[src/hdl/s64alu_pkg.sv]
// Shared types, operation codes and state encoding for the signed 64-bit ALU.
`default_nettype none

package s64alu_pkg;

  localparam int HALF_WIDTH_DEF = 32;
  localparam int PORT_WIDTH     = 64;

  localparam logic [2:0] MODE_ADD = 3'd0;
  localparam logic [2:0] MODE_SUB = 3'd1;
  localparam logic [2:0] MODE_MUL = 3'd2;
  localparam logic [2:0] MODE_DIV = 3'd3;
  localparam logic [2:0] MODE_REM = 3'd4;

  typedef struct packed {
    logic [2:0]         mode;
    logic signed [63:0] operand_a;
    logic signed [63:0] operand_b;
  } in_t;

  typedef struct packed {
    logic signed [63:0] result;
    logic               div_by_zero;
  } out_t;

  typedef enum logic [2:0] {
    ST_IDLE,
    ST_ADDSUB,
    ST_MUL,
    ST_NEG_A,
    ST_NEG_B,
    ST_DIV,
    ST_FIX,
    ST_DONE
  } state_t;

endpackage

`default_nettype wire

[src/hdl/signed_64bit_alu_from_32bit_halves.sv]
// Signed ALU top level: sequencer and datapath around one shared adder.
// With W = 2*HALF_WIDTH (64 by default): add/sub takes a single adder pass,
//   multiply is shift-add (one bit a cycle), divide and remainder run negate a,
//   negate b, W restoring steps and sign fix, and a zero divisor or unused mode
//   goes to done. The next start is taken in the cycle out_valid is high.
// rst_n is synchronous and returns the sequencer to idle; no result is emitted.
`default_nettype none

module signed_64bit_alu_from_32bit_halves #(
  parameter int HALF_WIDTH = s64alu_pkg::HALF_WIDTH_DEF
) (
  input  wire logic              clk,
  input  wire logic              rst_n,
  input  wire logic              start,
  input  wire s64alu_pkg::in_t   in_data,
  output logic                   busy,
  output logic                   out_valid,
  output s64alu_pkg::out_t       out_data
);

  localparam int W  = 2 * HALF_WIDTH;
  localparam int AW = W + 1;
  localparam int CW = $clog2(W);
  localparam int PW = s64alu_pkg::PORT_WIDTH;
  localparam logic [W-1:0] ZERO_DIV_Q = {{HALF_WIDTH{1'b1}}, {HALF_WIDTH{1'b0}}};

  s64alu_pkg::state_t state_r, state_nxt;
  logic [2:0]         mode_r, mode_nxt;
  logic [W-1:0]       opa_r, opa_nxt;
  logic [W-1:0]       opb_r, opb_nxt;
  logic [W-1:0]       acc_r, acc_nxt;
  logic [W-1:0]       quo_r, quo_nxt;
  logic signed [W-1:0] res_r, res_nxt;
  logic               dz_r, dz_nxt;
  logic               neg_a_r, neg_a_nxt;
  logic               neg_b_r, neg_b_nxt;
  logic [CW-1:0]      cnt_r, cnt_nxt;

  logic [AW-1:0]      add_x, add_y, add_sum;
  logic               add_cin, add_cout;

  logic               accept;
  logic               last;
  logic [W-1:0]       in_a, in_b;
  logic [AW-1:0]      trial;
  logic [W-1:0]       mul_acc;
  logic [W-1:0]       fix_val;
  logic               fix_neg;

  assign busy    = !(state_r == s64alu_pkg::ST_IDLE || state_r == s64alu_pkg::ST_DONE);
  assign accept  = start && !busy;
  assign last    = (cnt_r == CW'(W - 1));
  assign in_a    = in_data.operand_a[W-1:0];
  assign in_b    = in_data.operand_b[W-1:0];
  assign trial   = {acc_r, quo_r[W-1]};
  assign mul_acc = opb_r[0] ? add_sum[W-1:0] : acc_r;
  assign fix_val = (mode_r == s64alu_pkg::MODE_DIV) ? quo_r : acc_r;
  assign fix_neg = (mode_r == s64alu_pkg::MODE_DIV) ? (neg_a_r ^ neg_b_r) : neg_a_r;

  s64alu_adder #(
    .WIDTH(AW)
  ) u_adder (
    .a    (add_x),
    .b    (add_y),
    .cin  (add_cin),
    .sum  (add_sum),
    .cout (add_cout)
  );

  // Next state
  always_comb begin
    state_nxt = state_r;
    case (state_r)
      s64alu_pkg::ST_IDLE, s64alu_pkg::ST_DONE: begin
        state_nxt = s64alu_pkg::ST_IDLE;
        if (accept) begin
          if (in_data.mode inside {s64alu_pkg::MODE_ADD, s64alu_pkg::MODE_SUB}) begin
            state_nxt = s64alu_pkg::ST_ADDSUB;
          end else if (in_data.mode == s64alu_pkg::MODE_MUL) begin
            state_nxt = s64alu_pkg::ST_MUL;
          end else if (in_data.mode inside {s64alu_pkg::MODE_DIV, s64alu_pkg::MODE_REM}
                       && in_b != '0) begin
            state_nxt = s64alu_pkg::ST_NEG_A;
          end else begin
            state_nxt = s64alu_pkg::ST_DONE;
          end
        end
      end
      s64alu_pkg::ST_ADDSUB: state_nxt = s64alu_pkg::ST_DONE;
      s64alu_pkg::ST_MUL:    state_nxt = last ? s64alu_pkg::ST_DONE : s64alu_pkg::ST_MUL;
      s64alu_pkg::ST_NEG_A:  state_nxt = s64alu_pkg::ST_NEG_B;
      s64alu_pkg::ST_NEG_B:  state_nxt = s64alu_pkg::ST_DIV;
      s64alu_pkg::ST_DIV:    state_nxt = last ? s64alu_pkg::ST_FIX : s64alu_pkg::ST_DIV;
      s64alu_pkg::ST_FIX:    state_nxt = s64alu_pkg::ST_DONE;
      default:               state_nxt = s64alu_pkg::ST_IDLE;
    endcase
  end

  // Datapath controls and adder operand selection
  always_comb begin
    mode_nxt  = mode_r;
    opa_nxt   = opa_r;
    opb_nxt   = opb_r;
    acc_nxt   = acc_r;
    quo_nxt   = quo_r;
    res_nxt   = res_r;
    dz_nxt    = dz_r;
    neg_a_nxt = neg_a_r;
    neg_b_nxt = neg_b_r;
    cnt_nxt   = cnt_r;
    add_x     = '0;
    add_y     = '0;
    add_cin   = 1'b0;
    case (state_r)
      s64alu_pkg::ST_IDLE, s64alu_pkg::ST_DONE: begin
        if (accept) begin
          mode_nxt  = in_data.mode;
          opa_nxt   = in_a;
          opb_nxt   = in_b;
          acc_nxt   = '0;
          quo_nxt   = '0;
          cnt_nxt   = '0;
          neg_a_nxt = in_a[W-1];
          neg_b_nxt = in_b[W-1];
          dz_nxt    = 1'b0;
          res_nxt   = '0;
          if (in_b == '0 && in_data.mode == s64alu_pkg::MODE_DIV) begin
            dz_nxt  = 1'b1;
            res_nxt = ZERO_DIV_Q;
          end else if (in_b == '0 && in_data.mode == s64alu_pkg::MODE_REM) begin
            dz_nxt  = 1'b1;
            res_nxt = in_a;
          end
        end
      end
      s64alu_pkg::ST_ADDSUB: begin
        add_x   = {1'b0, opa_r};
        add_cin = (mode_r == s64alu_pkg::MODE_SUB);
        add_y   = add_cin ? {1'b0, ~opb_r} : {1'b0, opb_r};
        res_nxt = add_sum[W-1:0];
      end
      s64alu_pkg::ST_MUL: begin
        // add shifted multiplicand when the current multiplier bit is set
        add_x   = {1'b0, acc_r};
        add_y   = {1'b0, opa_r};
        acc_nxt = mul_acc;
        res_nxt = mul_acc;
        opa_nxt = {opa_r[W-2:0], 1'b0};
        opb_nxt = {1'b0, opb_r[W-1:1]};
        cnt_nxt = cnt_r + CW'(1);
      end
      s64alu_pkg::ST_NEG_A: begin
        add_y   = {1'b0, ~opa_r};
        add_cin = 1'b1;
        quo_nxt = neg_a_r ? add_sum[W-1:0] : opa_r;
      end
      s64alu_pkg::ST_NEG_B: begin
        add_y   = {1'b0, ~opb_r};
        add_cin = 1'b1;
        opb_nxt = neg_b_r ? add_sum[W-1:0] : opb_r;
      end
      s64alu_pkg::ST_DIV: begin
        // restoring step: carry out means the partial remainder covers the divisor
        add_x   = trial;
        add_y   = ~{1'b0, opb_r};
        add_cin = 1'b1;
        acc_nxt = add_cout ? add_sum[W-1:0] : trial[W-1:0];
        quo_nxt = {quo_r[W-2:0], add_cout};
        cnt_nxt = cnt_r + CW'(1);
      end
      s64alu_pkg::ST_FIX: begin
        add_y   = {1'b0, ~fix_val};
        add_cin = 1'b1;
        res_nxt = fix_neg ? add_sum[W-1:0] : fix_val;
      end
      default: begin
        add_cin = 1'b0;
      end
    endcase
  end

  always_ff @(posedge clk) begin
    if (!rst_n) begin
      state_r <= s64alu_pkg::ST_IDLE;
    end else begin
      state_r <= state_nxt;
    end
  end

  always_ff @(posedge clk) begin
    mode_r  <= mode_nxt;
    opa_r   <= opa_nxt;
    opb_r   <= opb_nxt;
    acc_r   <= acc_nxt;
    quo_r   <= quo_nxt;
    res_r   <= res_nxt;
    dz_r    <= dz_nxt;
    neg_a_r <= neg_a_nxt;
    neg_b_r <= neg_b_nxt;
    cnt_r   <= cnt_nxt;
  end

  assign out_valid = (state_r == s64alu_pkg::ST_DONE);
  assign out_data  = {PW'(res_r), dz_r};

  a_reset_quiet: assert property (@(posedge clk)
    !rst_n |=> !out_valid && !busy)
    else $error("strobe or busy after reset");

  a_accept_progress: assert property (@(posedge clk) disable iff (!rst_n)
    accept |=> busy || out_valid)
    else $error("accepted beat dropped");

  // an operation that goes straight to done, taken in the strobe cycle, strobes again right away
  a_single_strobe: assert property (@(posedge clk) disable iff (!rst_n)
    out_valid && !accept |=> !out_valid)
    else $error("result strobe held two cycles");

  a_div_loop_holds: assert property (@(posedge clk) disable iff (!rst_n)
    state_r == s64alu_pkg::ST_DIV && !last |=> state_r == s64alu_pkg::ST_DIV)
    else $error("divide loop left early");

  a_dz_mode: assert property (@(posedge clk) disable iff (!rst_n)
    out_valid && out_data.div_by_zero |->
      (mode_r == s64alu_pkg::MODE_DIV || mode_r == s64alu_pkg::MODE_REM))
    else $error("zero-divisor flag on non-divide op");

endmodule

`default_nettype wire

[src/hdl/s64alu_adder.sv]
// Shared adder with carry in and carry out for the ALU busy states.
`default_nettype none

module s64alu_adder #(
  parameter int WIDTH = 2 * s64alu_pkg::HALF_WIDTH_DEF + 1
) (
  input  wire logic [WIDTH-1:0] a,
  input  wire logic [WIDTH-1:0] b,
  input  wire logic             cin,
  output logic      [WIDTH-1:0] sum,
  output logic                  cout
);

  assign {cout, sum} = {1'b0, a} + {1'b0, b} + {{WIDTH{1'b0}}, cin};

endmodule

`default_nettype wire
[config.mk]
export PLATFORM = sky130hd
export DESIGN_NAME = signed_64bit_alu_from_32bit_halves
export DESIGN_NICKNAME = d
export VERILOG_FILES = /design/src/hdl/s64alu_pkg.sv /design/src/hdl/signed_64bit_alu_from_32bit_halves.sv /design/src/hdl/s64alu_adder.sv
export SDC_FILE = /design/constraint.sdc
export NUM_CORES = 1
export LEC_CHECK = 0
export BUFFER_PORTS_ARGS = -buffer_cell sky130_fd_sc_hd__buf_4
export CELL_PAD_IN_SITES_DETAIL_PLACEMENT = 1
export CELL_PAD_IN_SITES_GLOBAL_PLACEMENT = 2
export CORE_MARGIN = 2
export CORE_UTILIZATION = 42
export CTS_BUF_LIST = sky130_fd_sc_hd__clkbuf_8
export DETAILED_ROUTE_END_ITERATION = 10
export PLACE_DENSITY = 0.95
export SYNTH_ARGS = -nofsm -noshare
export SYNTH_HDL_FRONTEND = slang
export SYNTH_SLANG_ARGS = --single-unit
export TNS_END_PERCENT = 50
[constraint.sdc]
create_clock -name clk -period 16.2 [get_ports clk]
set_input_delay 0.81 -clock clk [delete_from_list [all_inputs] [get_ports clk]]
set_output_delay 0.81 -clock clk [all_outputs]
set_load 0.02 [all_outputs]
Word level (Yosys, flattened, before mapping)
Index checks and enable logic that the tools add are counted.
{"block": "word_totals", "register_bits": 335}
{"block": "op_classes", "addsub": 3, "n_eq_ne": 16, "mux": 32, "n_bitwise": 5, "reduce_logical": 29}
{"cell": "two-way mux 64 bit", "n": 13}
{"cell": "case mux 64 bit (3 select lines)", "n": 3}
{"cell": "case mux 65 bit (6 select lines)", "n": 1}
{"cell": "case mux 64 bit (4 select lines)", "n": 1}
{"cell": "case mux 65 bit (3 select lines)", "n": 1}
{"cell": "inverter 64 bit", "n": 3}
{"cell": "case mux 64 bit (2 select lines)", "n": 1}
{"cell": "adder 65 x 65 -> 66 bit", "n": 1}
{"cell": "adder 66 x 1 -> 66 bit", "n": 1}
{"cell": "inverter 64 -> 65 bit", "n": 1}
{"cell": "logical NOT 64 bit", "n": 1}
{"cell": "nonzero test 64 bit", "n": 1}
{"cell": "case mux 3 bit (6 select lines)", "n": 1}
{"cell": "== test 3 x 2 -> 1 bit (second input constant)", "n": 5}
{"cell": "== test 3 bit (second input constant)", "n": 5}
{"cell": "two-way mux 3 bit", "n": 5}
{"cell": "case mux 6 bit (2 select lines)", "n": 1}
{"cell": "AND reduction 2 bit", "n": 6}
{"cell": "== test 3 x 1 -> 1 bit (second input constant)", "n": 3}
{"cell": "nonzero test 3 bit", "n": 3}
{"cell": "nonzero test 2 bit", "n": 4}
{"cell": "adder 6 x 1 -> 6 bit (second input constant)", "n": 1}
{"cell": "== test 6 bit (second input constant)", "n": 1}
{"cell": "logical NOT 3 bit", "n": 2}
{"cell": "other kinds (13)", "n": 20}

Logic depth before layout (Yosys ltp)
{"block": "depth", "word_depth": 8, "mapped_depth": 23, "ltp_nobuf": 17}

Modules after synthesis
Synthesis repeated with hierarchy kept, for this count alone.
{"block": "hier_totals", "cells_unflattened": 2695, "hier_area_um2": 24497.2}
{"module": "signed_64bit_alu_from_32bit_halves", "n_inst": 1, "cells_per_inst": 2066, "area_per_inst_um2": 20353.3, "seq_area_each_um2": 10029.6}
{"module": "s64alu_adder", "n_inst": 1, "cells_per_inst": 629, "area_per_inst_um2": 4144.0, "seq_area_each_um2": 0.0}

Worst setup path before layout
Ideal clock, no wire load.
{"block": "synth_path", "path_type": "register to register", "startpoint": "register mode_r[2]", "endpoint": "register res_r[60], data pin", "setup_ns": 0.276, "arrival_time_ns": 4.952, "setup_slack_ns": 10.972, "stages_incl_launch_ff": 21, "cell_sequence": "edfxtp_1 and3b_1 clkbuf_1 buf_2 buf_1 mux2i_1 a21oi_1 o22ai_1 a221o_1 fa_1 fa_1 a21oi_1 nor3_1 o31ai_1 o2111ai_1 nand4_1 nand2_1 a21oi_1 o21ai_0 xnor2_1 o221ai_1"}
{"block": "synth_via", "elab_chain_len": 8}
{"element": "start, declared", "line_no": "signed_64bit_alu_from_32bit_halves.sv:28", "source": "logic [2:0] mode_r, mode_nxt;"}
{"element": "start signal, assigned", "line_no": "signed_64bit_alu_from_32bit_halves.sv:191", "source": "mode_r <= mode_nxt;"}
{"element": "== test 3 x 2 -> 1 bit", "line_no": "signed_64bit_alu_from_32bit_halves.sv:57, signed_64bit_alu_from_32bit_halves.sv:58"}
{"element": "two-way mux 64 bit", "line_no": "signed_64bit_alu_from_32bit_halves.sv:57", "source": "assign fix_val = (mode_r == s64alu_pkg::MODE_DIV) ? quo_r : acc_r;"}
{"element": "inverter 64 bit", "line_no": "signed_64bit_alu_from_32bit_halves.sv:172", "source": "add_y = {1'b0, ~fix_val};"}
{"element": "case mux 65 bit (6 select lines)", "line_no": "signed_64bit_alu_from_32bit_halves.sv:114", "source": "case (state_r)"}
{"element": "adder 65 x 65 -> 66 bit", "line_no": "s64alu_adder.sv:14", "source": "assign {cout, sum} = {1'b0, a} + {1'b0, b} + {{WIDTH{1'b0}}, cin};"}
{"element": "adder 66 x 1 -> 66 bit", "line_no": "s64alu_adder.sv:14"}
{"element": "two-way mux 64 bit (on tied branches)", "line_no": "signed_64bit_alu_from_32bit_halves.sv:174, signed_64bit_alu_from_32bit_halves.sv:56"}
{"element": "case mux 64 bit (4 select lines) (*)", "line_no": "signed_64bit_alu_from_32bit_halves.sv:114"}
{"element": "via res_nxt[60]", "line_no": "signed_64bit_alu_from_32bit_halves.sv:33", "source": "logic signed [W-1:0] res_r, res_nxt;"}
{"element": "end signal, assigned", "line_no": "signed_64bit_alu_from_32bit_halves.sv:196", "source": "res_r <= res_nxt;"}
{"element": "end, declared", "line_no": "signed_64bit_alu_from_32bit_halves.sv:33"}
The timed path passes the listed nets; every way through them passes the cells marked *.
A chain may end at the register's enable or synchronous reset.

Final worst setup path
{"block": "layout_path", "startpoint": "register state_r[0]", "endpoint": "register acc_r[19], data pin"}
{"block": "layout_via", "elab_chain_len": 6}
{"element": "start, declared", "line_no": "signed_64bit_alu_from_32bit_halves.sv:27", "source": "s64alu_pkg::state_t state_r, state_nxt;"}
{"element": "start signal, assigned", "line_no": "signed_64bit_alu_from_32bit_halves.sv:184", "source": "state_r <= s64alu_pkg::ST_IDLE;"}
{"element": "start signal, assigned", "line_no": "signed_64bit_alu_from_32bit_halves.sv:186", "source": "state_r <= state_nxt;"}
{"element": "== test 3 bit (tied with other cells)", "line_no": "signed_64bit_alu_from_32bit_halves.sv:114"}
{"element": "case mux 65 bit (6 select lines) (tied with other cells)", "line_no": "signed_64bit_alu_from_32bit_halves.sv:114"}
{"element": "adder 65 x 65 -> 66 bit or case mux 1 bit (2 select lines) (tied branches)", "line_no": "s64alu_adder.sv:14, signed_64bit_alu_from_32bit_halves.sv:114"}
{"element": "adder 66 x 1 -> 66 bit", "line_no": "s64alu_adder.sv:14"}
{"element": "two-way mux 64 bit (on tied branches)", "line_no": "signed_64bit_alu_from_32bit_halves.sv:167, signed_64bit_alu_from_32bit_halves.sv:56"}
{"element": "case mux 64 bit (3 select lines) (*)", "line_no": "signed_64bit_alu_from_32bit_halves.sv:114"}
{"element": "via acc_nxt[19]", "line_no": "signed_64bit_alu_from_32bit_halves.sv:31", "source": "logic [W-1:0] acc_r, acc_nxt;"}
{"element": "end signal, assigned", "line_no": "signed_64bit_alu_from_32bit_halves.sv:194", "source": "acc_r <= acc_nxt;"}
{"element": "end, declared", "line_no": "signed_64bit_alu_from_32bit_halves.sv:31"}
Marks and branches as above.

==> results.md <==
- Main combinational cell family by area after synthesis: compound AO/OA/AOI/OAI gates
- Commonest cells after routing, fill and taps aside: 565 x nand2_1, 332 x edfxtp_1, 244 x buf_4
- RSZ-0062 raised after global routing: no
- Vias in the first global route: 26,720
- Mux contribution to synthesized area: 0.08565
- Xor/xnor share of the synthesized area: 0.02338
- Syn_nets: 3,106
- Clk pwr share: 0.158
- Worst min-delay path endpoint: neg_a_r
- Share of cells above drive strength 1: 0.1320
- Library cells used by synthesis: 78
- PwrDens: 193.4 nW/µm²
- Num CTS Buffers: 68
- Final Cycle Share: 0.4993
- # resized after CTS: 0
- Die height: 248.5 µm
- Routed len/inst: 29.23 µm
- Initial Util: 0.4252
- I/O Buffers: 200
- Startpoint Class: flop
- Die area: 61,730 µm²
- Finished Core Util: 0.4808
- Worst R2R Path Depth: 19
- Post-Route WL: 111.9 mm
- Max Fclk: 123.6 MHz
- Setup TNS: 0 ns
- Final ANT Viol Nets: 0
- Dominant cells by area after synthesis: edfxtp_1 40%, nand2_1 8.6%, mux2i_1 7.2%
- Fraction of registers with async set/reset: 0
- First-pass GRT wire length: 167.2 mm
- Die X: 248.5 µm
- # nets final: 3,200
- Peak VDD IR: 0.1046 mV
- Combinational cell fraction of total power: 0.529
- Outcome: finished clean
- Max Cap Viol: 0
- Synthesized cell area: 25,100 µm²
- Vias/cell: 6.749
- Primary FF master, synth: edfxtp_1
- Leakage: 0.01131 µW
- Synth Warn #: 0
- CTS max path bufs: 3
- Layout fillers: 6,929
- CTS tree: yes
- H-Tree Depth: 3
- Via count: 25,830
- Most common cell after layout, fill and taps aside: nand2_1
- Largest net degree at the start of global routing: 75
- Clock-pin slew on the worst setup and hold paths: 0.06 ns
- Hold Path Depth: 1
- Setup repair bufs after CTS: 0
- Worst skew pair latency: 0.69 ns
- Drt first pass iters: 5
- Hpwl dp: 73.80 mm
- Relative slew slack: 0.08221
- Fin. Hold Viols: 0
- Post-Syn Area per Cell: 8.640 µm²
- Antenna violations before repair: 3
- Hold-fix buffer count after cts: 0
- IO Count: 201
- Setup slack, reg-to-reg: 8.11 ns
- Met2 routed WL: 49.54 mm
- Clock skew: 0.03675 ns
- CP Max Fanout: 46
- Fin. max-slew vios: 0
- Synthesis-to-finish area growth: 13.06%
- Core Footprint: 59,020 µm²
- Root Driver: clkbuf_8
- Top layer in use: met5
- Post-synthesis adder-cell area fraction: 0.03400
- # rows: 89
- Critical path class: reg2reg
- Worst reg2reg path startpoint: state_r[0]
- Clk sinks: 335
- CP Data Arrival Time: 8.47 ns
- Worst hold start: in_data[127]
- Required time worst endpoint: 16.58 ns
- Power Internal: 2788 µW
- Simple-gate portion of the synthesized area: 0.1699
- Register area share after synthesis: 0.3996
- NetSw: 2700 µW
- DR iter-0 viols: 3,053
- Routability cong.: 0.9929
- Post-Syn Instances: 2,905
- Worst Setup End Kind: flop
- Worst hold path class: in2reg
- Reg-to-reg endpoint: acc_r[19]
- Leading area contributor after synthesis: edfxtp_1
- Post-synthesis compound-gate area fraction: 0.2466
- #FFs+latches synth: 335
- Sequential share of power: 0.313
- # DRC: 0
- Final Setup Violations: 0
- Worst-margin pin slew: 1.373 ns
- Gr ovfl total: 0
- Wire length on met3: 10.85 mm
- Post-synth top area share: 0.3972
- Sw frac: 0.4919
- Metal-1 WL: 45.71 mm
- GRT Total Usage: 0.3510
- Fin crit period: 8.089 ns
- EDFF count, synth: 332
==> layout make-up <==
type | count | area, µm² | share of cell area
clock inverter | 52 | 277.8 | 0.009789
inverter | 28 | 105.1 | 0.003704
tap | 773 | 967.2 | 0.03408
sequential | 335 | 10040 | 0.3537
clock buffer | 71 | 977.2 | 0.03444
timing repair buffer | 244 | 1832 | 0.06455
multi-input combinational | 2322 | 14180 | 0.4996
antenna | 2 | 5.005 | 0.0001764
==> power by group through the flow <==
stage	Clock (µW)	Combinational [µW]	Sequential, µW
floorplan	0	1770	1710
global placement	0	2730	1700
detailed placement	0	2810	1710
CTS	873	2830	1700
global route	909	3080	1750
finish	868	2900	1720
==> sequential cells by signal, summed over array words and instances, names as in the netlist <==
name / flops
cnt_r: 6
res_r: 64
opa_r: 64
state_r: 3
neg_b_r: 1
acc_r: 64
dz_r: 1
mode_r: 3
quo_r: 64
opb_r: 64
neg_a_r: 1
==> worst max-delay path: stages (launching register included) <==
cell and delay, ns:
dfxtp_2 0.68, inv_1 0.16, nor2_1 0.31, nand2_1 0.51, nor2_4 1.21, buf_4 0.54, a221oi_1 0.15, o21ai_0 0.24
ha_1 0.41, a21o_1 0.23, a21o_1 0.18, a21oi_1 0.37, nand3_1 0.16, nor3_1 0.31, nand3b_2 0.17, a211oi_4 0.33
a21o_4 0.42, buf_4 0.88, mux2i_1 0.32, o21ai_1 0.09
==> per-layer routing <==
| layer | vias up | track usage |
|---|---|---|
| met5 | - | 0 |
| met4 | 4 | 0.1837 |
| met3 | 326 | 0.07202 |
| met2 | 1564 | 0.5414 |
| met1 | 12870 | 0.4643 |
| li1 | 11070 | - |
==> cells by family after synthesis <==
kind of cell	Yosys count
compound gates	980
xor+xnor	67
fa+ha+maj	67
buf+inv	248
flops	335
mux	211
simple gates	997
==> through the flow <==
step	setup WS [ns]	cell area [µm²]	hold WS [ns]	total power (µW)	cells
after floorplan	10.97	25100	0.5217	3477	2905
after global placement	8.653	27120	0.5288	4425	3702
after detailed placement	8.476	27120	0.5477	4523	3702
after CTS	8.414	28370	0.2840	5402	3825
after global routing	7.834	28380	0.3165	5739	3827
final	8.111	28380	0.3260	5488	3827
==> cell usage after synthesis, types with 63 or more instances <==
library cell / instances
a22oi_1: 74
o21ai_0: 241
nor2_1: 206
a221o_1: 64
edfxtp_1: 332
clkbuf_1: 180
mux2i_1: 181
a21oi_1: 243
nand2_1: 573
o22ai_1: 90
ha_1: 65
nor2b_1: 63
==> how the worst max path moves through the flow <==
stage | end | start | depth (start not counted) | slack, ns
6_report | acc_r[19] | state_r[0] | 19 | 8.11
2_1_floorplan | res_r[60] | mode_r[2] | 20 | 10.97
4_1_cts | acc_r[34] | state_r[1] | 20 | 8.41
3_5_place_dp | acc_r[2] | state_r[1] | 20 | 8.48
5_1_grt | acc_r[19] | state_r[1] | 20 | 7.83
3_3_place_gp | acc_r[2] | state_r[0] | 19 | 8.65
(Power assumes the default switching activity.)
